### src/sv/pidda_pkg.sv
// Shared types and constants for the deadband / anti-windup PID heater controller.
`timescale 1ns / 1ps
`default_nettype none
package pidda_pkg;

	// Field widths
	localparam int TEMP_W  = 16;
	localparam int ERR_W   = 17;
	localparam int GAIN_W  = 24;
	localparam int DB_W    = 15;
	localparam int LIM_W   = 31;
	localparam int INTEG_W = 32;
	localparam int DUTY_W  = 16;

	// Configuration port
	localparam int CFG_IDX_W  = 3;
	localparam int CFG_DATA_W = 31;

	localparam logic [CFG_IDX_W-1:0] REG_TARGET_TEMP   = 3'd0;
	localparam logic [CFG_IDX_W-1:0] REG_PROP_GAIN     = 3'd1;
	localparam logic [CFG_IDX_W-1:0] REG_INTEG_GAIN    = 3'd2;
	localparam logic [CFG_IDX_W-1:0] REG_DERIV_GAIN    = 3'd3;
	localparam logic [CFG_IDX_W-1:0] REG_DEADBAND      = 3'd4;
	localparam logic [CFG_IDX_W-1:0] REG_WINDUP_LIMIT  = 3'd5;
	localparam logic [CFG_IDX_W-1:0] REG_SAMPLE_PERIOD = 3'd6;

	// Digit-serial multiplier: signed parallel operand, unsigned serial operand
	localparam int MUL_A_W  = 32;
	localparam int MUL_B_W  = 24;
	localparam int DIGIT_W  = 4;
	localparam int N_DIGITS = MUL_B_W / DIGIT_W;
	localparam int CNT_W    = 3;
	localparam int PSUM_W   = MUL_A_W + DIGIT_W + 1;
	localparam int PH_W     = MUL_A_W + 1;
	localparam int PROD_W   = PH_W + MUL_B_W;

	// Datapath widths
	localparam int INC_W   = 38;
	localparam int ACC_W   = 58;
	localparam int Q_W     = 41;

	localparam int INC_SHIFT   = 4;
	localparam int PD_SHIFT    = 12;
	localparam int ROUND_SHIFT = 17;

	localparam logic signed [PROD_W-1:0] INC_BIAS   = PROD_W'(8);
	localparam logic signed [ACC_W-1:0]  ROUND_BIAS = ACC_W'(65536);

	// Duty snapping thresholds, Q1.15
	localparam logic [DUTY_W-1:0] DUTY_LOW  = 16'd328;
	localparam logic [DUTY_W-1:0] DUTY_HIGH = 16'd32440;
	localparam logic [DUTY_W-1:0] DUTY_FULL = 16'd32768;
	localparam logic [DUTY_W-1:0] DUTY_OFF  = 16'd0;

	// Register file contents
	typedef struct packed {
		logic signed [TEMP_W-1:0] target_temp;
		logic [GAIN_W-1:0]        prop_gain;
		logic [GAIN_W-1:0]        integ_gain;
		logic [GAIN_W-1:0]        deriv_gain;
		logic [DB_W-1:0]          deadband;
		logic [LIM_W-1:0]         windup_limit;
		logic [GAIN_W-1:0]        sample_period;
	} cfg_t;

	// Multiplier status
	typedef struct packed {
		logic busy;
		logic done;
	} mul_stat_t;

endpackage
`default_nettype wire

### src/sv/pid_deadband_antiwindup_top.sv
// Top level of the PID heater controller with integration deadband and anti-windup.
//
//  channel   direction  handshake           payload
//  s_*       in         s_tvalid/s_tready   s_tdata[15:0]  measured_temp (signed)
//  m_*       out        m_tvalid/m_tready   m_tdata[15:0]  duty (Q1.15)
//  wr_*      in         wr_en               wr_index[2:0], wr_data[30:0]
//
// One measurement is handled at a time; s_tready is high only while the sequencer is idle.
// Each item makes four passes of the shared digit-serial multiplier between its
// sequencing steps. Reset clears the sequencer, the output valid flag, last_temp and the
// integrator and loads the register defaults. A stalled output holds the block at its
// final step; the next item is taken as soon as the duty register is handed on.
`timescale 1ns / 1ps
`default_nettype none
module pid_deadband_antiwindup_top (
	input  wire logic                            clk,
	input  wire logic                            arst_n,
	input  wire logic                            wr_en,
	input  wire logic [pidda_pkg::CFG_IDX_W-1:0]  wr_index,
	input  wire logic [pidda_pkg::CFG_DATA_W-1:0] wr_data,
	input  wire logic                            s_tvalid,
	output logic                                 s_tready,
	input  wire logic [15:0]                     s_tdata,  // [15:0] measured_temp
	output logic                                 m_tvalid,
	input  wire logic                            m_tready,
	output logic [15:0]                          m_tdata   // [15:0] duty
);
	import pidda_pkg::*;

	localparam logic [3:0] S_IDLE  = 4'd0;
	localparam logic [3:0] S_PREP  = 4'd1;
	localparam logic [3:0] S_WINC  = 4'd2;
	localparam logic [3:0] S_SUM   = 4'd3;
	localparam logic [3:0] S_CLAMP = 4'd4;
	localparam logic [3:0] S_WP    = 4'd5;
	localparam logic [3:0] S_WD    = 4'd6;
	localparam logic [3:0] S_WI    = 4'd7;
	localparam logic [3:0] S_RND   = 4'd8;
	localparam logic [3:0] S_OUT   = 4'd9;

	cfg_t                      cfg;
	mul_stat_t                 mul_stat;
	logic                      mul_start;
	logic signed [MUL_A_W-1:0] mul_a;
	logic [MUL_B_W-1:0]        mul_b;
	logic signed [PROD_W-1:0]  prod;

	logic [3:0]                st_q;
	logic                      out_valid_q;
	logic [DUTY_W-1:0]         out_data_q;
	logic signed [TEMP_W-1:0]  last_q;
	logic signed [INTEG_W-1:0] integ_q;
	logic signed [TEMP_W-1:0]  meas_q;
	logic signed [ERR_W-1:0]   err_q;
	logic signed [ERR_W-1:0]   diff_q;
	logic signed [INC_W-1:0]   inc_q;
	logic signed [INC_W-1:0]   sum_q;
	logic signed [ACC_W-1:0]   acc_q;
	logic signed [Q_W-1:0]     q_q;

	logic signed [ERR_W-1:0]   err_c;
	logic signed [ERR_W-1:0]   diff_c;
	logic signed [ERR_W-1:0]   db_c;
	logic signed [ERR_W-1:0]   edb_c;
	logic signed [INC_W-1:0]   lim_c;
	logic signed [Q_W-1:0]     q_low_c;
	logic signed [Q_W-1:0]     q_high_c;
	logic [DUTY_W-1:0]         duty_c;
	logic                      accept;
	logic                      out_load;

	pidda_cfg_regs u_cfg (
		.clk      (clk),
		.arst_n   (arst_n),
		.wr_en    (wr_en),
		.wr_index (wr_index),
		.wr_data  (wr_data),
		.cfg      (cfg)
	);

	pidda_digit_mul u_mul (
		.clk    (clk),
		.arst_n (arst_n),
		.start  (mul_start),
		.a      (mul_a),
		.b      (mul_b),
		.stat   (mul_stat),
		.prod   (prod)
	);

	// error, derivative difference and deadband
	always_comb begin
		err_c  = ERR_W'(cfg.target_temp) - ERR_W'(meas_q);
		diff_c = ERR_W'(meas_q) - ERR_W'(last_q);
		db_c   = $signed({2'b00, cfg.deadband});
		if (err_c > db_c) begin
			edb_c = err_c - db_c;
		end else if (err_c < -db_c) begin
			edb_c = err_c + db_c;
		end else begin
			edb_c = '0;
		end
		lim_c = $signed({{(INC_W - LIM_W){1'b0}}, cfg.windup_limit});
	end

	// duty snapping
	always_comb begin
		q_low_c  = $signed(Q_W'(DUTY_LOW));
		q_high_c = $signed(Q_W'(DUTY_HIGH));
		if (q_q < q_low_c) begin
			duty_c = DUTY_OFF;
		end else if (q_q > q_high_c) begin
			duty_c = DUTY_FULL;
		end else begin
			duty_c = q_q[DUTY_W-1:0];
		end
	end

	// multiplier operand selection per step
	always_comb begin
		mul_start = 1'b0;
		mul_a     = '0;
		mul_b     = '0;
		case (st_q)
			S_PREP: begin
				mul_start = 1'b1;
				mul_a     = MUL_A_W'(edb_c);
				mul_b     = cfg.sample_period;
			end
			S_CLAMP: begin
				mul_start = 1'b1;
				mul_a     = MUL_A_W'(err_q);
				mul_b     = cfg.prop_gain;
			end
			S_WP: begin
				mul_start = mul_stat.done;
				mul_a     = MUL_A_W'(diff_q);
				mul_b     = cfg.deriv_gain;
			end
			S_WD: begin
				mul_start = mul_stat.done;
				mul_a     = integ_q;
				mul_b     = cfg.integ_gain;
			end
			default: begin
			end
		endcase
	end

	assign accept   = s_tvalid && (st_q == S_IDLE);
	assign out_load = (st_q == S_OUT) && (!out_valid_q || m_tready);

	// sequencer, controller state and output handshake
	always_ff @(posedge clk or negedge arst_n) begin
		if (!arst_n) begin
			st_q        <= S_IDLE;
			out_valid_q <= 1'b0;
			last_q      <= '0;
			integ_q     <= '0;
		end else begin
			if (out_load) begin
				out_valid_q <= 1'b1;
			end else if (m_tready) begin
				out_valid_q <= 1'b0;
			end
			case (st_q)
				S_IDLE: begin
					if (accept) st_q <= S_PREP;
				end
				S_PREP: begin
					last_q <= meas_q;
					st_q   <= S_WINC;
				end
				S_WINC: begin
					if (mul_stat.done) st_q <= S_SUM;
				end
				S_SUM: begin
					st_q <= S_CLAMP;
				end
				S_CLAMP: begin
					if (sum_q > lim_c) begin
						integ_q <= INTEG_W'(lim_c);
					end else if (sum_q < -lim_c) begin
						integ_q <= INTEG_W'(-lim_c);
					end else begin
						integ_q <= INTEG_W'(sum_q);
					end
					st_q <= S_WP;
				end
				S_WP: begin
					if (mul_stat.done) st_q <= S_WD;
				end
				S_WD: begin
					if (mul_stat.done) st_q <= S_WI;
				end
				S_WI: begin
					if (mul_stat.done) st_q <= S_RND;
				end
				S_RND: begin
					st_q <= S_OUT;
				end
				S_OUT: begin
					if (out_load) st_q <= S_IDLE;
				end
				default: begin
					st_q <= S_IDLE;
				end
			endcase
		end
	end

	// datapath registers
	always_ff @(posedge clk) begin
		if (accept) begin
			meas_q <= $signed(s_tdata);
		end
		if (st_q == S_PREP) begin
			err_q  <= err_c;
			diff_q <= diff_c;
		end
		if (st_q == S_WINC && mul_stat.done) begin
			inc_q <= INC_W'((prod + INC_BIAS) >>> INC_SHIFT);
		end
		if (st_q == S_SUM) begin
			sum_q <= INC_W'(integ_q) + inc_q;
		end
		if (st_q == S_WP && mul_stat.done) begin
			acc_q <= ACC_W'(prod) <<< PD_SHIFT;
		end
		if (st_q == S_WD && mul_stat.done) begin
			acc_q <= acc_q - (ACC_W'(prod) <<< PD_SHIFT);
		end
		if (st_q == S_WI && mul_stat.done) begin
			acc_q <= acc_q + ACC_W'(prod);
		end
		if (st_q == S_RND) begin
			q_q <= Q_W'((acc_q + ROUND_BIAS) >>> ROUND_SHIFT);
		end
		if (out_load) begin
			out_data_q <= duty_c;
		end
	end

	assign s_tready = (st_q == S_IDLE);
	assign m_tvalid = out_valid_q;
	assign m_tdata  = out_data_q;

	// a new item never meets a multiplier still at work
	assert property (@(posedge clk) disable iff (!arst_n)
		s_tready |-> !mul_stat.busy)
		else $error("item taken while multiplier busy");

	// a finished product is always picked up by a waiting step
	assert property (@(posedge clk) disable iff (!arst_n)
		mul_stat.done |-> (st_q == S_WINC || st_q == S_WP || st_q == S_WD || st_q == S_WI))
		else $error("multiplier result dropped");

	// integrator respects the windup clamp once updated
	assert property (@(posedge clk) disable iff (!arst_n)
		(st_q == S_CLAMP) |=> (INC_W'(integ_q) <= lim_c && INC_W'(integ_q) >= -lim_c))
		else $error("integrator beyond windup limit");

	// duty is off, full on, or inside the snapping band
	assert property (@(posedge clk) disable iff (!arst_n)
		m_tvalid |-> (m_tdata == DUTY_OFF || m_tdata == DUTY_FULL ||
			(m_tdata >= DUTY_LOW && m_tdata <= DUTY_HIGH)))
		else $error("duty outside snapped range");

endmodule
`default_nettype wire

### src/sv/pidda_cfg_regs.sv
// Configuration register file of the PID heater controller.
`timescale 1ns / 1ps
`default_nettype none
module pidda_cfg_regs (
	input  wire logic                            clk,
	input  wire logic                            arst_n,
	input  wire logic                            wr_en,
	input  wire logic [pidda_pkg::CFG_IDX_W-1:0]  wr_index,
	input  wire logic [pidda_pkg::CFG_DATA_W-1:0] wr_data,
	output pidda_pkg::cfg_t                      cfg
);
	import pidda_pkg::*;

	cfg_t cfg_q;

	// write decode; unknown indexes are dropped
	always_ff @(posedge clk or negedge arst_n) begin
		if (!arst_n) begin
			cfg_q.target_temp   <= '0;
			cfg_q.prop_gain     <= GAIN_W'(3277);
			cfg_q.integ_gain    <= GAIN_W'(13107);
			cfg_q.deriv_gain    <= GAIN_W'(655);
			cfg_q.deadband      <= DB_W'(8);
			cfg_q.windup_limit  <= LIM_W'(327680);
			cfg_q.sample_period <= GAIN_W'(65536);
		end else if (wr_en) begin
			case (wr_index)
				REG_TARGET_TEMP:   cfg_q.target_temp   <= $signed(wr_data[TEMP_W-1:0]);
				REG_PROP_GAIN:     cfg_q.prop_gain     <= wr_data[GAIN_W-1:0];
				REG_INTEG_GAIN:    cfg_q.integ_gain    <= wr_data[GAIN_W-1:0];
				REG_DERIV_GAIN:    cfg_q.deriv_gain    <= wr_data[GAIN_W-1:0];
				REG_DEADBAND:      cfg_q.deadband      <= wr_data[DB_W-1:0];
				REG_WINDUP_LIMIT:  cfg_q.windup_limit  <= wr_data[LIM_W-1:0];
				REG_SAMPLE_PERIOD: cfg_q.sample_period <= wr_data[GAIN_W-1:0];
				default: begin
				end
			endcase
		end
	end

	assign cfg = cfg_q;

endmodule
`default_nettype wire

### src/sv/pidda_digit_mul.sv
// Digit-serial signed-by-unsigned multiplier, one 4-bit digit of the serial operand per cycle.
`timescale 1ns / 1ps
`default_nettype none
module pidda_digit_mul (
	input  wire logic                                clk,
	input  wire logic                                arst_n,
	input  wire logic                                start,
	input  wire logic signed [pidda_pkg::MUL_A_W-1:0] a,
	input  wire logic [pidda_pkg::MUL_B_W-1:0]        b,
	output pidda_pkg::mul_stat_t                     stat,
	output logic signed [pidda_pkg::PROD_W-1:0]       prod
);
	import pidda_pkg::*;

	logic                      busy_q;
	logic                      done_q;
	logic [CNT_W-1:0]          cnt_q;
	logic signed [MUL_A_W-1:0] a_q;
	logic [MUL_B_W-1:0]        b_q;
	logic signed [PH_W-1:0]    ph_q;
	logic [MUL_B_W-1:0]        lo_q;
	logic signed [PSUM_W-1:0]  pp;
	logic signed [PSUM_W-1:0]  psum;

	// partial product of the current digit plus the running high part
	always_comb begin
		pp   = a_q * $signed({1'b0, b_q[DIGIT_W-1:0]});
		psum = pp + PSUM_W'(ph_q);
	end

	// digit counter
	always_ff @(posedge clk or negedge arst_n) begin
		if (!arst_n) begin
			busy_q <= 1'b0;
			done_q <= 1'b0;
			cnt_q  <= '0;
		end else begin
			done_q <= 1'b0;
			if (start && !busy_q) begin
				busy_q <= 1'b1;
				cnt_q  <= CNT_W'(N_DIGITS - 1);
			end else if (busy_q) begin
				if (cnt_q == '0) begin
					busy_q <= 1'b0;
					done_q <= 1'b1;
				end else begin
					cnt_q <= cnt_q - 1'b1;
				end
			end
		end
	end

	// operand and product shift registers; low digits retire into lo_q
	always_ff @(posedge clk) begin
		if (start && !busy_q) begin
			a_q  <= a;
			b_q  <= b;
			ph_q <= '0;
			lo_q <= '0;
		end else if (busy_q) begin
			b_q  <= b_q >> DIGIT_W;
			ph_q <= psum[PSUM_W-1:DIGIT_W];
			lo_q <= {psum[DIGIT_W-1:0], lo_q[MUL_B_W-1:DIGIT_W]};
		end
	end

	assign stat.busy = busy_q;
	assign stat.done = done_q;
	assign prod      = $signed({ph_q, lo_q});

endmodule
`default_nettype wire

### config.mk
export PLATFORM = sky130hd
export DESIGN_NAME = pid_deadband_antiwindup_top
export DESIGN_NICKNAME = d
export VERILOG_FILES = /design/src/sv/pidda_pkg.sv /design/src/sv/pid_deadband_antiwindup_top.sv /design/src/sv/pidda_cfg_regs.sv /design/src/sv/pidda_digit_mul.sv
export SDC_FILE = /design/constraint.sdc
export NUM_CORES = 2
export LEC_CHECK = 0
export ABC_AREA = 0
export BUFFER_PORTS_ARGS = -buffer_cell sky130_fd_sc_hd__buf_4
export CORE_AREA = 2 2 279 281
export DETAILED_ROUTE_END_ITERATION = 8
export DIE_AREA = 0 0 281 283
export PLACE_DENSITY = 0.71
export SETUP_SLACK_MARGIN = 0.15
export SKIP_CTS_REPAIR_TIMING = 1
export SYNTH_ARGS = -nofsm -noshare
export SYNTH_HDL_FRONTEND = slang
export SYNTH_SLANG_ARGS = --single-unit
### constraint.sdc
create_clock -name clk -period 6.7 [get_ports clk]
set_clock_uncertainty 0.2 [all_clocks]
set_input_delay 1.005 -clock clk [delete_from_list [all_inputs] [get_ports clk]]
set_output_delay 1.005 -clock clk [all_outputs]
set_load 0.005 [all_outputs]
## Word-level counts from Yosys, hierarchy flattened

Cells that the tools add are included.

- Add/sub/neg operators: 13
- $mul: 1
- Divide/modulo/power cells: 0
- Order comparisons: 6
- Equal/unequal tests: 22
- Shifts and indexed selects: 0
- Mux-type cells: 31
- Bitwise gates (word level): 0
- Reduce and logical (&&, ||, !) cells: 28

Operator list:

| kind | number |
|---|---|
| $mux W58 | 3 |
| $pmux W32 S4 | 1 |
| $pmux W24 S4 | 1 |
| $mux W32 | 2 |
| $add A58 B18 Y58 const B | 1 |
| $add A58 B57 Y58 | 1 |
| $sub A58 B58 Y58 | 1 |
| $mux W24 | 2 |
| $add A42 B5 Y42 const B | 1 |
| $gt A41 B16 Y1 const B | 1 |
| $lt A41 B10 Y1 const B | 1 |
| $pmux W4 S10 | 1 |
| $add A32 B38 Y38 | 1 |
| $gt A38 B32 Y1 | 1 |
| $lt A38 B38 Y1 | 1 |
| $neg A31 Y38 | 1 |
| $add A37 B33 Y37 | 1 |
| $mul A32 B5 Y37 | 1 |
| $mux W17 | 2 |
| $sub A16 B16 Y17 | 2 |
| $mux W4 | 6 |
| $add A17 B16 Y17 | 1 |
| $gt A17 B16 Y1 | 1 |
| $lt A17 B17 Y1 | 1 |
| 26 further kinds | 66 |

- Register bits after elaboration: 570
- Bits in latches: 0
- Memory bits (writable): 0
- Memory bits (read-only): 0
- Input bits: 55
- Output and inout port bits: 18
- Memories kept: 0

## Logic depth before layout (Yosys ltp)

- Depth in word-level cells: 6
- Depth in mapped cells: 28
- Depth with buffers taken out: 26

## By module

A second synthesis with hierarchy kept.

- Cells, all modules: 4388
- Area total of the unflattened synthesis: 42419.4 µm²

By module, submodules not included:

| module | times used | cells an instance | area an instance (µm²) | sequential area each (µm²) |
|---|---|---|---|---|
| pid_deadband_antiwindup_top | 1 | 3016 | 26541.7 | 8563.2 |
| pidda_digit_mul | 1 | 1032 | 9680.5 | 2947.8 |
| pidda_cfg_regs | 1 | 340 | 6197.2 | 3985.1 |

## Worst setup path before layout

Ideal clock, no wire load.

- Kind: register -> register
- Start: reg u_cfg.cfg_q (netlist bit u_cfg.cfg[142])
- End: reg u_mul.a_q[17] (data pin)
- Setup time: 254 ps
- Data arrival time: 5017 ps
- Required time: 6246 ps
- Slack: 1229 ps
- Cell stages (with the launch flop): 28
- Buffers on the path: 1
- Period minus slack after synthesis: 5471 ps
- Cell sequence: dfrtp_1 > inv_1 > ha_1 > inv_1 > fa_1 > a21o_1 > a21oi_1 > o21bai_1 > a21oi_1 > nor2b_1 > o21a_1 > o21ai_0 > nand2b_1 > a21oi_1 > xnor2_1 > ha_1 > a21o_1 > a21o_1 > a21o_1 > a21oi_1 > a2bb2oi_1 > o21ai_0 > o21a_4 > nand2_4 > nand2_2 > a222oi_1 > buf_6 > nand2_1

- Cells in the longest elaborated chain, start to end: 5
- Elaborated cells on any way between the ends: 8
- Classes of those cells: 3 x add/sub; 2 x order compare; 3 x mux

Ends and longest elaborated chain:

| element | RTL line | text |
|---|---|---|
| from (decl) | pidda_cfg_regs.sv:14 | `cfg_t cfg_q;` |
| $sub A16 B16 Y17 (*) | pid_deadband_antiwindup_top.sv:93 | `err_c = ERR_W'(cfg.target_temp) - ERR_W'(meas_q);` |
| net err_c[10] | pid_deadband_antiwindup_top.sv:61 | `logic signed [ERR_W-1:0] err_c;` |
| $add A17 B16 Y17 / $lt A17 B17 Y1 (equally long branches) | pid_deadband_antiwindup_top.sv:99, pid_deadband_antiwindup_top.sv:98 |  |
| $mux W17 | pid_deadband_antiwindup_top.sv:98 | `end else if (err_c < -db_c) begin` |
| $mux W17 (*) | pid_deadband_antiwindup_top.sv:96 | `if (err_c > db_c) begin` |
| $pmux W32 S4 (*) | pid_deadband_antiwindup_top.sv:124 | `case (st_q)` |
| net mul_a[17] | pid_deadband_antiwindup_top.sv:44 | `logic signed [MUL_A_W-1:0] mul_a;` |
| to (signal assigned) | pidda_digit_mul.sv:56 | `a_q <= a;` |
| to (decl) | pidda_digit_mul.sv:18 | `logic signed [MUL_A_W-1:0] a_q;` |

Mark *: on every way through the listed nets, which the timed path passes. The rest lies on a longest branch.
A chain may end at the register's enable or synchronous reset.

## Worst setup path after layout

- Start: reg u_cfg.cfg_q (netlist bit u_cfg.cfg[142])
- End: reg u_mul.a_q[22] (data pin)

The elaborated chain is that of the path after synthesis.

==> flow_metrics.env <==
export IMPL_clk_pin_slew_worst_paths_ns=0.06
export IMPL_place_inst=5250
export IMPL_cp_required_ns=6.88
export IMPL_critPathLaunchType="register"
export IMPL_grt_use_total=0.286
export IMPL_ys_flop_type="edfxtp_1"
export IMPL_pin_count=73
export IMPL_synth_cells=4263
export IMPL_htreeDepth=3
export IMPL_antenna_left=0
export IMPL_syn2layout_area_growth_pct=9.53
export IMPL_vias_per_cell=6.09
export IMPL_hold_viol=0
export IMPL_gp_congestion=0.991
export IMPL_grt_max_degree=95
export IMPL_cp_end_kind="register"
export IMPL_tightest_slew_ns=1.33
export IMPL_cts_root_buf="clkbuf_16"
export IMPL_setup_violations=0
export IMPL_antenna_found_initial=1
export IMPL_hp_class="input pin to asynchronous set/reset pin"
export IMPL_yosysUniqueCellTypes=100
export IMPL_drive_gt1_frac=0.105
export IMPL_vdd_ir_drop_max_v=0.000468
export IMPL_cp_max_fo=16
export IMPL_grt_pass1_vias=32100
export IMPL_std_cell_rows=102
export IMPL_syn_num_nets=4787
export IMPL_cts_buffers_inserted=67
export IMPL_syn_mean_instance_area_um2=9.76
export IMPL_p_leak_uw=0.0191
export IMPL_tritoncts="built"
export IMPL_drtIter0Drc=2764
export IMPL_power_density_nw_per_um2=597
export IMPL_wl_per_cell_um=21.0
export IMPL_post_route_period_util=0.917
export IMPL_ys_ff_latch=570
export IMPL_fin_crit_ns=6.15
export IMPL_run_status="complete, no violations"
export IMPL_maxCapViolations=0
export IMPL_first_pass_iters=6
export IMPL_path_class="register to register"
export IMPL_layout_common_cells="ha_1, nand2_1, a21oi_1"
export IMPL_drv_slew=0
export IMPL_cts_sink_count=570
export IMPL_setup_tns_ns=0
export IMPL_start_util=0.543
export IMPL_critPathArrivalTime_ns=6.32
export IMPL_final_common_cell="ha_1"
export IMPL_fmaxAchievable_ghz=0.163
export IMPL_place_area_um2=43200
export IMPL_rsz0062_at_grt="true"
export IMPL_yosys_warnings=0
export IMPL_grt_remaining_overflow=0
export IMPL_dieWidth_um=281
export IMPL_drc=0
export IMPL_async_flop_share=0.379
export IMPL_insertion_delay_ns=0.65
export IMPL_numPortBuffers=72
export IMPL_synth_edf_count=297
export IMPL_slew_headroom=0.114
export IMPL_wirelength_um=113000
export IMPL_yosysSeqAreaShare=0.372
export IMPL_fp_dieH_um=283
export IMPL_vias=32700
export IMPL_grt_pass1_wl_um=180000
export IMPL_layout_nets=4803
export IMPL_die_area_um2=79500
export IMPL_place_hpwl_um=84500
export IMPL_final_cell_area_um2=45600
export IMPL_synth_area_um2=41600
export IMPL_clk_path_buf_depth=3
export IMPL_core_area_um2=76700
export IMPL_hold_slack_ns=0.170
export IMPL_final_cells=5375
## cell type report
| cell class | count | area, um^2 |
|---|---|---|
| clock inverter | 35 | 513 |
| timing repair buffer | 110 | 846 |
| antenna | 1 | 2.50 |
| tap | 1040 | 1300 |
| clock buffer | 89 | 1820 |
| sequential | 570 | 15500 |
| multi-input combinational | 3307 | 24800 |
| fill | 6533 | 31100 |
| inverter | 223 | 837 |
## critical path, cell delays in order (launching register included)
cell and delay [ns]:
dfrtp_1 0.35, inv_1 0.07, ha_1 0.18, inv_1 0.06, fa_1 0.40, a21o_1 0.18, a21oi_1 0.24, o21bai_1 0.10
a21oi_1 0.23, nor2b_1 0.08, o21a_1 0.18, o21ai_0 0.15, nand2b_1 0.07, a21oi_1 0.17, xnor2_1 0.29, ha_1 0.41
a21o_1 0.20, a21o_1 0.22, a21o_1 0.19, a21oi_1 0.18, a2bb2oi_1 0.18, o21ai_0 0.16, o21a_4 0.28, nand2_4 0.17
nand2_2 0.08, a222oi_1 0.44, buf_4 0.31, nand2_1 0.09
## metal layers
layer	track usage	wire, um	up-vias
li1	-	-	15600
met1	0.394	50400	16000
met2	0.458	51800	969
met3	0.0376	6450	224
met4	0.110	4430	0
met5	0	0	-
## registers in the layout (all words and copies together), names as in the netlist
signal / count
u_cfg.cfg: 158
acc_q: 58
q_q: 41
inc_q: 38
sum_q: 38
u_mul.ph_q: 33
integ_q: 32
u_mul.a_q: 32
u_mul.b_q: 24
u_mul.lo_q: 24
diff_q: 17
err_q: 17
last_q: 16
m_tdata: 16
meas_q: 16
st_q: 4
u_mul.cnt_q: 3
m_tvalid: 1
u_mul.busy_q: 1
u_mul.done_q: 1
## power breakdown
part           switching (uW)  leakage [uW]  total [uW]  internal [uW]
Combinational            9620        0.0121       17000           7380
Sequential               1270       0.00581        6330           5060
Clock                    1610       0.00112        3870           2260
## logic make-up after synthesis
group	after synthesis	synth area share
AO/OA/AOI/OAI	1153	0.180
adder cells (fa/ha/maj)	469	0.160
XOR/XNOR	297	0.0625
buffers and inverters	386	0.0351
multiplexers	158	0.0424
flip-flops	570	0.372
AND/OR/NAND/NOR	1230	0.147
## synth_stat cells (9+ instances only)
library cell / count / area, um^2
mux2_2: 145 / 1630
or3_1: 11 / 68.8
nor3b_1: 10 / 75.1
nand3_1: 79 / 395
o21a_1: 31 / 233
o21ai_0: 281 / 1410
and3_1: 28 / 175
dfrtp_1: 191 / 4780
nand4_1: 58 / 363
a221oi_1: 31 / 272
o31ai_1: 24 / 180
a21boi_0: 16 / 120
clkbuf_1: 144 / 541
a21o_1: 124 / 931
and4_1: 9 / 78.8
ha_1: 365 / 4570
or4_1: 10 / 75.1
nand2_1: 364 / 1370
nor2b_1: 44 / 275
mux2i_1: 13 / 130
a21oi_1: 303 / 1520
dfxtp_1: 57 / 1140
fa_1: 104 / 2080
nor4_1: 27 / 169
o31a_1: 11 / 96.3
o211ai_1: 29 / 218
a22o_1: 41 / 359
xnor2_1: 228 / 2000
o21bai_1: 41 / 308
and2_1: 161 / 1010
o22ai_1: 9 / 56.3
nor2_1: 251 / 942
dfstp_2: 25 / 657
inv_1: 223 / 837
a22oi_1: 21 / 158
a31oi_1: 29 / 181
a222oi_1: 10 / 100
a211oi_1: 53 / 398
nand2b_1: 46 / 288
buf_1: 13 / 48.8
nor3_1: 89 / 445
xor2_1: 69 / 604
edfxtp_1: 297 / 8920
## per-stage QoR
step | utilization | power (uW) | setup WS (ns)
floorplan | - | 18900 | 1.23
global placement | 0.564 | 22900 | 0.723
detailed placement | 0.564 | 23100 | 0.517
CTS | 0.594 | 27100 | 0.494
global route | 0.594 | 29600 | 0.140
finish | 0.594 | 27200 | 0.554
## worst paths after layout
| check | from | end | slack [ns] | cells after the start |
|---|---|---|---|---|
| worst min-delay path | arst_n | u_cfg.cfg[4]$_DFFE_PN0P_ | 0.17 | 1 |
| worst max register to register | u_cfg.cfg[142]$_DFFE_PN0P_ | u_mul.a_q[22]$_DFFE_PP_ | 0.55 | 27 |
| worst min register to register | u_cfg.cfg[5]$_DFFE_PN0P_ | u_cfg.cfg[5]$_DFFE_PN0P_ | 0.31 | 1 |
| max in group asynchronous | arst_n | integ_q[30]$_DFFE_PN0P_ | 4.72 | 2 |
| worst max-delay path | u_cfg.cfg[142]$_DFFE_PN0P_ | u_mul.a_q[22]$_DFFE_PP_ | 0.55 | 27 |
| min in group clk | u_cfg.cfg[5]$_DFFE_PN0P_ | u_cfg.cfg[5]$_DFFE_PN0P_ | 0.31 | 1 |
Note: power is estimated with default switching activity, not from simulation.
